`config.mk`:
```
export PLATFORM = sky130hd
export DESIGN_NAME = device_table_rssi_history_top
export DESIGN_NICKNAME = d
export VERILOG_FILES = /design/src/dtrh_pkg.sv /design/src/dtrh_ram.sv /design/src/device_table_rssi_history_top.sv
export SDC_FILE = /design/constraint.sdc
export NUM_CORES = 2
export LEC_CHECK = 0
export BUFFER_PORTS_ARGS = -buffer_cell sky130_fd_sc_hd__buf_2
export CORE_MARGIN = 3
export CORE_UTILIZATION = 36
export DETAILED_ROUTE_END_ITERATION = 10
export GPL_TIMING_DRIVEN = 1
export PLACE_DENSITY = 0.52
export SYNTH_ARGS = -nofsm -noshare
export SYNTH_HDL_FRONTEND = slang
export SYNTH_SLANG_ARGS = --single-unit
```
`constraint.sdc`:
```
create_clock -name i_clk -period 3.8 [get_ports i_clk]
set_input_delay 0.19 -clock i_clk [delete_from_list [all_inputs] [get_ports i_clk]]
set_output_delay 0.19 -clock i_clk [all_outputs]
set_load 0.01 [all_outputs]
```
`src/dtrh_pkg.sv`:
```
// shared types and constants for the device table with signal strength history
`default_nettype none

package dtrh_pkg;

    localparam int unsigned ADDR_W     = 48;
    localparam int unsigned STRENGTH_W = 8;
    localparam int unsigned INDEX_W    = 5;
    localparam int unsigned SLOT_W     = 4;

    // -100 dBm, written into every slot of a freshly created entry
    localparam logic [STRENGTH_W-1:0] FILL_STRENGTH = 8'h9C;

    typedef struct packed {
        logic [ADDR_W-1:0]            device_address;
        logic signed [STRENGTH_W-1:0] signal_strength;
    } t_sighting;

    typedef struct packed {
        logic [INDEX_W-1:0] entry_index;
        logic               was_new;
        logic               table_full;
        logic [SLOT_W-1:0]  slot_written;
    } t_result;

    typedef enum logic [2:0] {
        ST_IDLE,
        ST_SEARCH,
        ST_BASE,
        ST_SLOT,
        ST_FILL,
        ST_WRITE,
        ST_RESULT
    } t_state;

endpackage

`default_nettype wire

```
`src/dtrh_ram.sv`:
```
// generic simple dual-port ram, one write port and one registered read port
`default_nettype none

module dtrh_ram #(
    parameter int WIDTH = 8,
    parameter int DEPTH = 32,
    localparam int AW = (DEPTH > 1) ? $clog2(DEPTH) : 1
) (
    input  wire logic             i_clk,
    input  wire logic             i_we,
    input  wire logic [AW-1:0]    i_waddr,
    input  wire logic [WIDTH-1:0] i_wdata,
    input  wire logic [AW-1:0]    i_raddr,
    output logic      [WIDTH-1:0] o_rdata
);

    logic [WIDTH-1:0] r_mem [DEPTH];

    always_ff @(posedge i_clk) begin
        if (i_we) begin
            r_mem[i_waddr] <= i_wdata;
        end
        o_rdata <= r_mem[i_raddr];
    end

endmodule

`default_nettype wire

```
`src/device_table_rssi_history_top.sv`:
```
// device sighting table with a per-device ring of signal strength values
//
// Input channel (i_in_valid / o_in_ready / i_in_data) takes one sighting: a 48-bit
// device address and a signed strength. Output channel (o_out_valid / i_out_ready /
// o_out_data) gives one result per sighting: entry index, new-entry flag, table-full
// flag and the history slot written.
// Known addresses are scanned in insertion order through the address ram, one entry
// per cycle. A new address has each history slot of its entry filled in turn, as the
// history ram has one write port. A sighting that finds the table full is dropped. One
// sighting is worked on at a time and o_in_ready is high only while the sequencer is
// idle.
// Results sit in an output register, so the next sighting is taken while a result
// waits; if the receiver still stalls when the next result is ready, the sequencer
// holds in its final state until the output register frees.
// Synchronous reset empties the table (entry count to zero) and drops any pending
// result; the ram contents are not cleared and need no clearing pass.
`default_nettype none

module device_table_rssi_history_top #(
    parameter int MAX_DEVICES   = 32,
    parameter int HISTORY_DEPTH = 16
) (
    input  wire logic              i_clk,
    input  wire logic              i_rst_n,
    input  wire logic              i_in_valid,
    output logic                   o_in_ready,
    input  wire dtrh_pkg::t_sighting i_in_data,
    output logic                   o_out_valid,
    input  wire logic              i_out_ready,
    output dtrh_pkg::t_result      o_out_data
);

    import dtrh_pkg::*;

    localparam int IW  = (MAX_DEVICES > 1) ? $clog2(MAX_DEVICES) : 1;
    localparam int CW  = $clog2(MAX_DEVICES + 1);
    localparam int PW  = (HISTORY_DEPTH > 1) ? $clog2(HISTORY_DEPTH) : 1;
    localparam int HD  = MAX_DEVICES * HISTORY_DEPTH;
    localparam int HAW = (HD > 1) ? $clog2(HD) : 1;

    t_state r_state, n_state;

    logic [CW-1:0]         r_count, n_count;
    logic [CW-1:0]         r_scan, n_scan;
    logic                  r_cmp_vld, n_cmp_vld;
    logic [IW-1:0]         r_cmp_idx, n_cmp_idx;
    logic [IW-1:0]         r_idx, n_idx;
    logic                  r_new, n_new;
    logic                  r_full, n_full;
    logic [PW-1:0]         r_slot, n_slot;
    logic [PW-1:0]         r_fill, n_fill;
    logic [HAW-1:0]        r_base, n_base;
    logic [ADDR_W-1:0]     r_addr, n_addr;
    logic [STRENGTH_W-1:0] r_strength, n_strength;
    logic                  r_out_vld, n_out_vld;
    t_result               r_out, n_out;

    // ram ports
    logic                  addr_we;
    logic [IW-1:0]         addr_waddr;
    logic [ADDR_W-1:0]     addr_rdata;
    logic                  ptr_we;
    logic [PW-1:0]         ptr_wdata;
    logic [PW-1:0]         ptr_rdata;
    logic                  hist_we;
    logic [HAW-1:0]        hist_waddr;
    logic [STRENGTH_W-1:0] hist_wdata;

    logic                  in_xfer;
    logic                  match;
    logic                  more;
    logic                  is_full;
    logic                  out_free;
    logic [PW:0]           slot_inc;
    logic [31:0]           idx_wide;
    logic [31:0]           slot_wide;
    logic [31:0]           base_prod;

    dtrh_ram #(.WIDTH(ADDR_W), .DEPTH(MAX_DEVICES)) u_addr_ram (
        .i_clk   (i_clk),
        .i_we    (addr_we),
        .i_waddr (addr_waddr),
        .i_wdata (r_addr),
        .i_raddr (r_scan[IW-1:0]),
        .o_rdata (addr_rdata)
    );

    dtrh_ram #(.WIDTH(PW), .DEPTH(MAX_DEVICES)) u_ptr_ram (
        .i_clk   (i_clk),
        .i_we    (ptr_we),
        .i_waddr (r_idx),
        .i_wdata (ptr_wdata),
        .i_raddr (r_idx),
        .o_rdata (ptr_rdata)
    );

    dtrh_ram #(.WIDTH(STRENGTH_W), .DEPTH(HD)) u_hist_ram (
        .i_clk   (i_clk),
        .i_we    (hist_we),
        .i_waddr (hist_waddr),
        .i_wdata (hist_wdata),
        .i_raddr (hist_waddr),
        .o_rdata ()
    );

    assign in_xfer   = i_in_valid && o_in_ready;
    assign match     = r_cmp_vld && (addr_rdata == r_addr);
    assign more      = r_scan < r_count;
    assign is_full   = r_count == CW'(MAX_DEVICES);
    assign out_free  = !r_out_vld || i_out_ready;
    assign slot_inc  = {1'b0, r_slot} + (PW+1)'(1);
    assign idx_wide  = 32'(r_idx);
    assign slot_wide = 32'(r_slot);
    assign base_prod = idx_wide * 32'(HISTORY_DEPTH);

    // next state
    always_comb begin
        n_state = r_state;
        case (r_state)
            ST_IDLE: begin
                if (i_in_valid) n_state = ST_SEARCH;
            end
            ST_SEARCH: begin
                if (match) begin
                    n_state = ST_BASE;
                end else if (more) begin
                    n_state = ST_SEARCH;
                end else if (is_full) begin
                    n_state = ST_RESULT;
                end else begin
                    n_state = ST_BASE;
                end
            end
            ST_BASE: n_state = r_new ? ST_FILL : ST_SLOT;
            ST_SLOT: n_state = ST_WRITE;
            ST_FILL: begin
                if (r_fill == PW'(HISTORY_DEPTH - 1)) n_state = ST_WRITE;
            end
            ST_WRITE: n_state = ST_RESULT;
            ST_RESULT: begin
                if (out_free) n_state = ST_IDLE;
            end
            default: n_state = ST_IDLE;
        endcase
    end

    // datapath and ram controls
    always_comb begin
        n_count    = r_count;
        n_scan     = r_scan;
        n_cmp_vld  = r_cmp_vld;
        n_cmp_idx  = r_cmp_idx;
        n_idx      = r_idx;
        n_new      = r_new;
        n_full     = r_full;
        n_slot     = r_slot;
        n_fill     = r_fill;
        n_base     = r_base;
        n_addr     = r_addr;
        n_strength = r_strength;
        n_out_vld  = r_out_vld && !i_out_ready;
        n_out      = r_out;
        o_in_ready = 1'b0;
        addr_we    = 1'b0;
        addr_waddr = r_count[IW-1:0];
        ptr_we     = 1'b0;
        ptr_wdata  = (slot_inc >= (PW+1)'(HISTORY_DEPTH)) ? '0 : slot_inc[PW-1:0];
        hist_we    = 1'b0;
        hist_waddr = HAW'(r_base + HAW'(r_fill));
        hist_wdata = FILL_STRENGTH;

        case (r_state)
            ST_IDLE: begin
                o_in_ready = 1'b1;
                if (in_xfer) begin
                    n_addr     = i_in_data.device_address;
                    n_strength = i_in_data.signal_strength;
                    n_scan     = '0;
                    n_cmp_vld  = 1'b0;
                    n_new      = 1'b0;
                    n_full     = 1'b0;
                end
            end
            ST_SEARCH: begin
                // one address read per cycle, compared the cycle after
                n_cmp_vld = 1'b0;
                if (match) begin
                    n_idx = r_cmp_idx;
                end else if (more) begin
                    n_scan    = r_scan + CW'(1);
                    n_cmp_vld = 1'b1;
                    n_cmp_idx = r_scan[IW-1:0];
                end else if (is_full) begin
                    n_full = 1'b1;
                    n_idx  = '0;
                    n_slot = '0;
                end else begin
                    n_idx   = r_count[IW-1:0];
                    n_new   = 1'b1;
                    n_slot  = '0;
                    addr_we = 1'b1;
                    n_count = r_count + CW'(1);
                end
            end
            ST_BASE: begin
                n_base = HAW'(base_prod);
                n_fill = '0;
            end
            ST_SLOT: begin
                n_slot = ({1'b0, ptr_rdata} >= (PW+1)'(HISTORY_DEPTH)) ? '0 : ptr_rdata;
            end
            ST_FILL: begin
                hist_we = 1'b1;
                n_fill  = r_fill + PW'(1);
            end
            ST_WRITE: begin
                hist_we    = 1'b1;
                hist_waddr = HAW'(r_base + HAW'(r_slot));
                hist_wdata = r_strength;
                ptr_we     = 1'b1;
            end
            ST_RESULT: begin
                if (out_free) begin
                    n_out_vld          = 1'b1;
                    n_out.entry_index  = idx_wide[INDEX_W-1:0];
                    n_out.was_new      = r_new;
                    n_out.table_full   = r_full;
                    n_out.slot_written = slot_wide[SLOT_W-1:0];
                end
            end
            default: begin
                n_out_vld = r_out_vld && !i_out_ready;
            end
        endcase
    end

    always_ff @(posedge i_clk) begin
        if (!i_rst_n) begin
            r_state   <= ST_IDLE;
            r_count   <= '0;
            r_cmp_vld <= 1'b0;
            r_out_vld <= 1'b0;
        end else begin
            r_state   <= n_state;
            r_count   <= n_count;
            r_cmp_vld <= n_cmp_vld;
            r_out_vld <= n_out_vld;
        end
    end

    always_ff @(posedge i_clk) begin
        r_scan     <= n_scan;
        r_cmp_idx  <= n_cmp_idx;
        r_idx      <= n_idx;
        r_new      <= n_new;
        r_full     <= n_full;
        r_slot     <= n_slot;
        r_fill     <= n_fill;
        r_base     <= n_base;
        r_addr     <= n_addr;
        r_strength <= n_strength;
        r_out      <= n_out;
    end

    assign o_out_valid = r_out_vld;
    assign o_out_data  = r_out;

    // entry count never passes the table size
    a_count_bound: assert property (@(posedge i_clk) disable iff (!i_rst_n)
        r_count <= CW'(MAX_DEVICES))
        else $error("entry count beyond table size");

    // the count only ever grows by one, and only when the scan misses
    a_count_step: assert property (@(posedge i_clk) disable iff (!i_rst_n)
        $past(i_rst_n) && (r_count != $past(r_count)) |->
            (r_count == $past(r_count) + CW'(1)) && ($past(r_state) == ST_SEARCH))
        else $error("entry count changed outside a new-entry insertion");

    // a dropped sighting reports no entry and no slot
    a_full_result: assert property (@(posedge i_clk) disable iff (!i_rst_n)
        o_out_valid && o_out_data.table_full |->
            !o_out_data.was_new && (o_out_data.entry_index == '0) &&
            (o_out_data.slot_written == '0))
        else $error("table-full result carries entry fields");

endmodule

`default_nettype wire

```
==> flow_metrics.tcl <==
set metrics [dict create \
    chipHeight_um 442.5 \
    number_of_top_level_pins 73 \
    tritoncts "done" \
    clock-root-buffer "clkbuf_16" \
    worstSkewPairLatency_ns 0.83 \
    drv_cap 0 \
    dr.first_iter.drc_count 3027 \
    initial_utilization 0.3637 \
    startpoint_type "flip-flop" \
    max_freq_ghz 0.2835 \
    io_buffers 64 \
    fin_setup_tns_ns 0 \
    seq_area_um2 53780 \
    post_cts.repair.setup_buffers 0 \
    hold_class "input pin to flip-flop" \
    hpwl_dp_mm 95.87 \
    synthesis.area_per_instance_um2 24.00 \
    synthToLayoutAreaGrowth_pct 18.79 \
    timing.critical_path.fanout_max 17 \
    globalRouteTotalUtil 0.1707 \
    antenna_found_initial 3 \
    cts-root-to-sink-buffers 3 \
    p_leak_nw 25.44 \
    gp_congestion 0.7752 \
    worst-r2r-setup-slack_ns 0.27 \
    postSynthNetCount 2930 \
    critical_path_arrival_ns 4.03 \
    period_needed_ns 3.528 \
    die_w_um 442.5 \
    avgRoutedWirePerCell_um 28.45 \
    fill_cells 15910 \
    grt_max_degree 145 \
    cts_sinks 1812 \
    fin_worst_skew_ns 0.04522 \
    grt_pass1_vias 32930 \
    core_region_area_um2 188600 \
    ys_ff_latch 1812 \
    r2r-end "u_addr_ram.r_mem[3][21]$_DFFE_PP_" \
    timing.critical_path.to "u_addr_ram.r_mem[3][21]$_DFFE_PP_" \
    grt_overflow_total 0 \
    cts.clk_slew.worst_paths_ns 0.06 \
    post_synth_instance_area_um2 68590 \
    grt_pass1_wl_mm 240.2 \
    report.final.hold_viol_count 0 \
    critPathLaunch "r_addr[0]$_DFFE_PP_" \
    nNetsFinal 3316 \
    ant_nets 0 \
    synthCells 2858 \
    via_per_inst 5.284 \
    synth_edf_count 1749 \
    post-route-period-util 0.9284 \
    power_density_nw_per_um2 709.3 \
    htree_num_levels 4 \
    final_layout_size_suffix_gt1_frac 0.3415 \
    status "completed" \
    min_from "i_in_data[25]" \
    cts_inserted_buffers 187 \
    die_area_um2 195800 \
    drt-total-wl_mm 167.8 \
    ys_async_sr_fraction 0 \
    ir_worst_vdd_v 0.0005195 \
    max-slew-margin-rel 0.1808 \
    setup_viol_count_final 0 \
    drc_errors 0 \
    drt_first_pass_iters 5 \
    worst_ep_required_time_ns 4.30 \
    routed-via-count 31170 \
    commonest_register_cell_after_synthesis "edfxtp_1" \
    multi_input_comb_area_um2 14210 \
    seq_area_frac_synth 0.7841 \
    timing_max_transition_violations_final 0 \
    path_class "flip-flop to flip-flop" \
    worst_slew_pin_slew_ns 1.219 \
    rsz_0062_raised_after_global_routing "no" \
    synth.distinct_cells 50 \
    worst-r2r-cell-count 9 \
    worstSetupEndpointType "flip-flop" \
    synth.yosys.warnings 0 \
    final_core_util 0.4320 \
    crit-reg2reg-launch "r_addr[0]$_DFFE_PP_" \
    floorplan.rows 159 \
]
[timing repair]
action                                 CTS  global route
resized for setup                        0             0
hold buffers                            55             0
endpoints found under the hold margin   61             0
[cell usage in the layout (no fill, tap or decap), types with 13 or more instances in the layout]
cell type,n
and3_4,24
buf_12,112
buf_2,64
buf_4,105
bufinv_16,23
clkbuf_1,39
clkbuf_16,189
clkinv_1,31
clkinv_2,28
dfxtp_1,63
dlygate4sd3_1,55
edfxtp_1,1749
inv_1,28
mux2_2,48
mux4_2,512
nand2_1,32
nor2_1,52
nor3_1,14
xnor2_1,13
xor2_1,35
[where the power goes]
group          leakage [nW]  switching (mW)  internal [mW]  total, mW
Sequential             16.3           0.574           24.1       24.6
Clock                  3.06            7.73           10.9       18.7
Combinational          6.09            7.61           6.88       14.5
[critical path, stage by stage (launching register included)]
cell      delay (ns)
edfxtp_1        0.41
xor2_1          0.47
nor4_1          0.13
buf_4           0.19
nand3_1         0.09
buf_4           0.11
nor3_2          0.08
nor3_1          0.99
and2_4          0.50
buf_12          0.24
[cell families after synthesis]
logic type                 count (synthesis)  share of synthesized area
buffers and inverters                    170                    0.01087
AOI/OAI and AO/OA                         54                   0.005272
xor gates and xnor gates                  48                   0.006129
and+or+nand+nor                          197                    0.01470
muxes                                    565                     0.1767
adders and majority gates                 12                   0.002189
DFF                                     1812                     0.7841
[metrics by stage]
step                hold WS [ns]  cells  area, um2  total power, mW  worst slack (ns)
floorplan                 0.2889   2858      68590            34.91            0.1976
global placement          0.3709   5495      74590            39.51            0.3397
detailed placement        0.3682   5495      74590            39.77            0.3964
CTS                    0.0005457   5898      81480            58.59            0.3661
global route             0.03390   5898      81480            60.16           0.09410
finish                   0.08013   5899      81480            57.80            0.2722
[metal layers]
| layer | GRT usage | vias to the layer above | wire length, um |
|---|---|---|---|
| met2 | 0.2782 | 935 | 82320 |
| met1 | 0.2344 | 16990 | 71770 |
| met3 | 0.03252 | 225 | 9412 |
| li1 | - | 13020 | - |
| met4 | 0.05039 | 0 | 4320 |
| met5 | 0 | - | 0 |
[cells in the mapped netlist (10+ instances only)]
master	number	area, um2
nand2b_1	11	68.82
inv_1	30	112.6
xnor2_1	13	113.9
a21oi_1	11	55.05
dfxtp_1	63	1261
and3_1	29	181.4
mux2_2	48	540.5
nor3_1	15	75.07
mux4_2	512	11530
buf_4	10	75.07
xor2_1	35	306.5
nand3_1	12	60.06
buf_2	32	160.2
nand2_1	32	120.1
ha_1	12	150.1
and2_1	10	62.56
edfxtp_1	1749	52520
o21ai_0	12	60.06
nor2_1	52	195.2
clkbuf_1	84	315.3
[sequential cells by signal, indices dropped and copies added, names as in the netlist]
name and count:
r_idx 5, r_addr 48, o_out_valid 1, r_cmp_vld 1
r_state 3, u_ptr_ram.o_rdata 4, o_out_data 11, r_count 6
r_fill 4, u_addr_ram.o_rdata 48, u_addr_ram.r_mem 1536, r_slot 4
r_new 1, r_full 1, r_cmp_idx 5, u_ptr_ram.r_mem 128
r_scan 6
[how the worst min path moves through the flow]
stage | endpoint | slack, ns | depth (start not counted)
after CTS | r_addr[17]$_DFFE_PP_ | 0.0005 | 2
after floorplan | r_addr[0]$_DFFE_PP_ | 0.29 | 0
after global routing | r_addr[17]$_DFFE_PP_ | 0.03 | 2
after detailed placement | r_addr[17]$_DFFE_PP_ | 0.37 | 1
final | r_addr[17]$_DFFE_PP_ | 0.08 | 2
after global placement | r_addr[9]$_DFFE_PP_ | 0.37 | 1
[final cells by class]
class,count,area share
multi-input cells,876,0.1744
inverters,31,0.001490
flip-flops and latches,1812,0.6601
repair buffers,336,0.04788
clock inverters,112,0.01663
clock buffers,236,0.06119
diodes,1,0.00003071
well taps,2495,0.03831
Power figures use the tool's default switching activity.
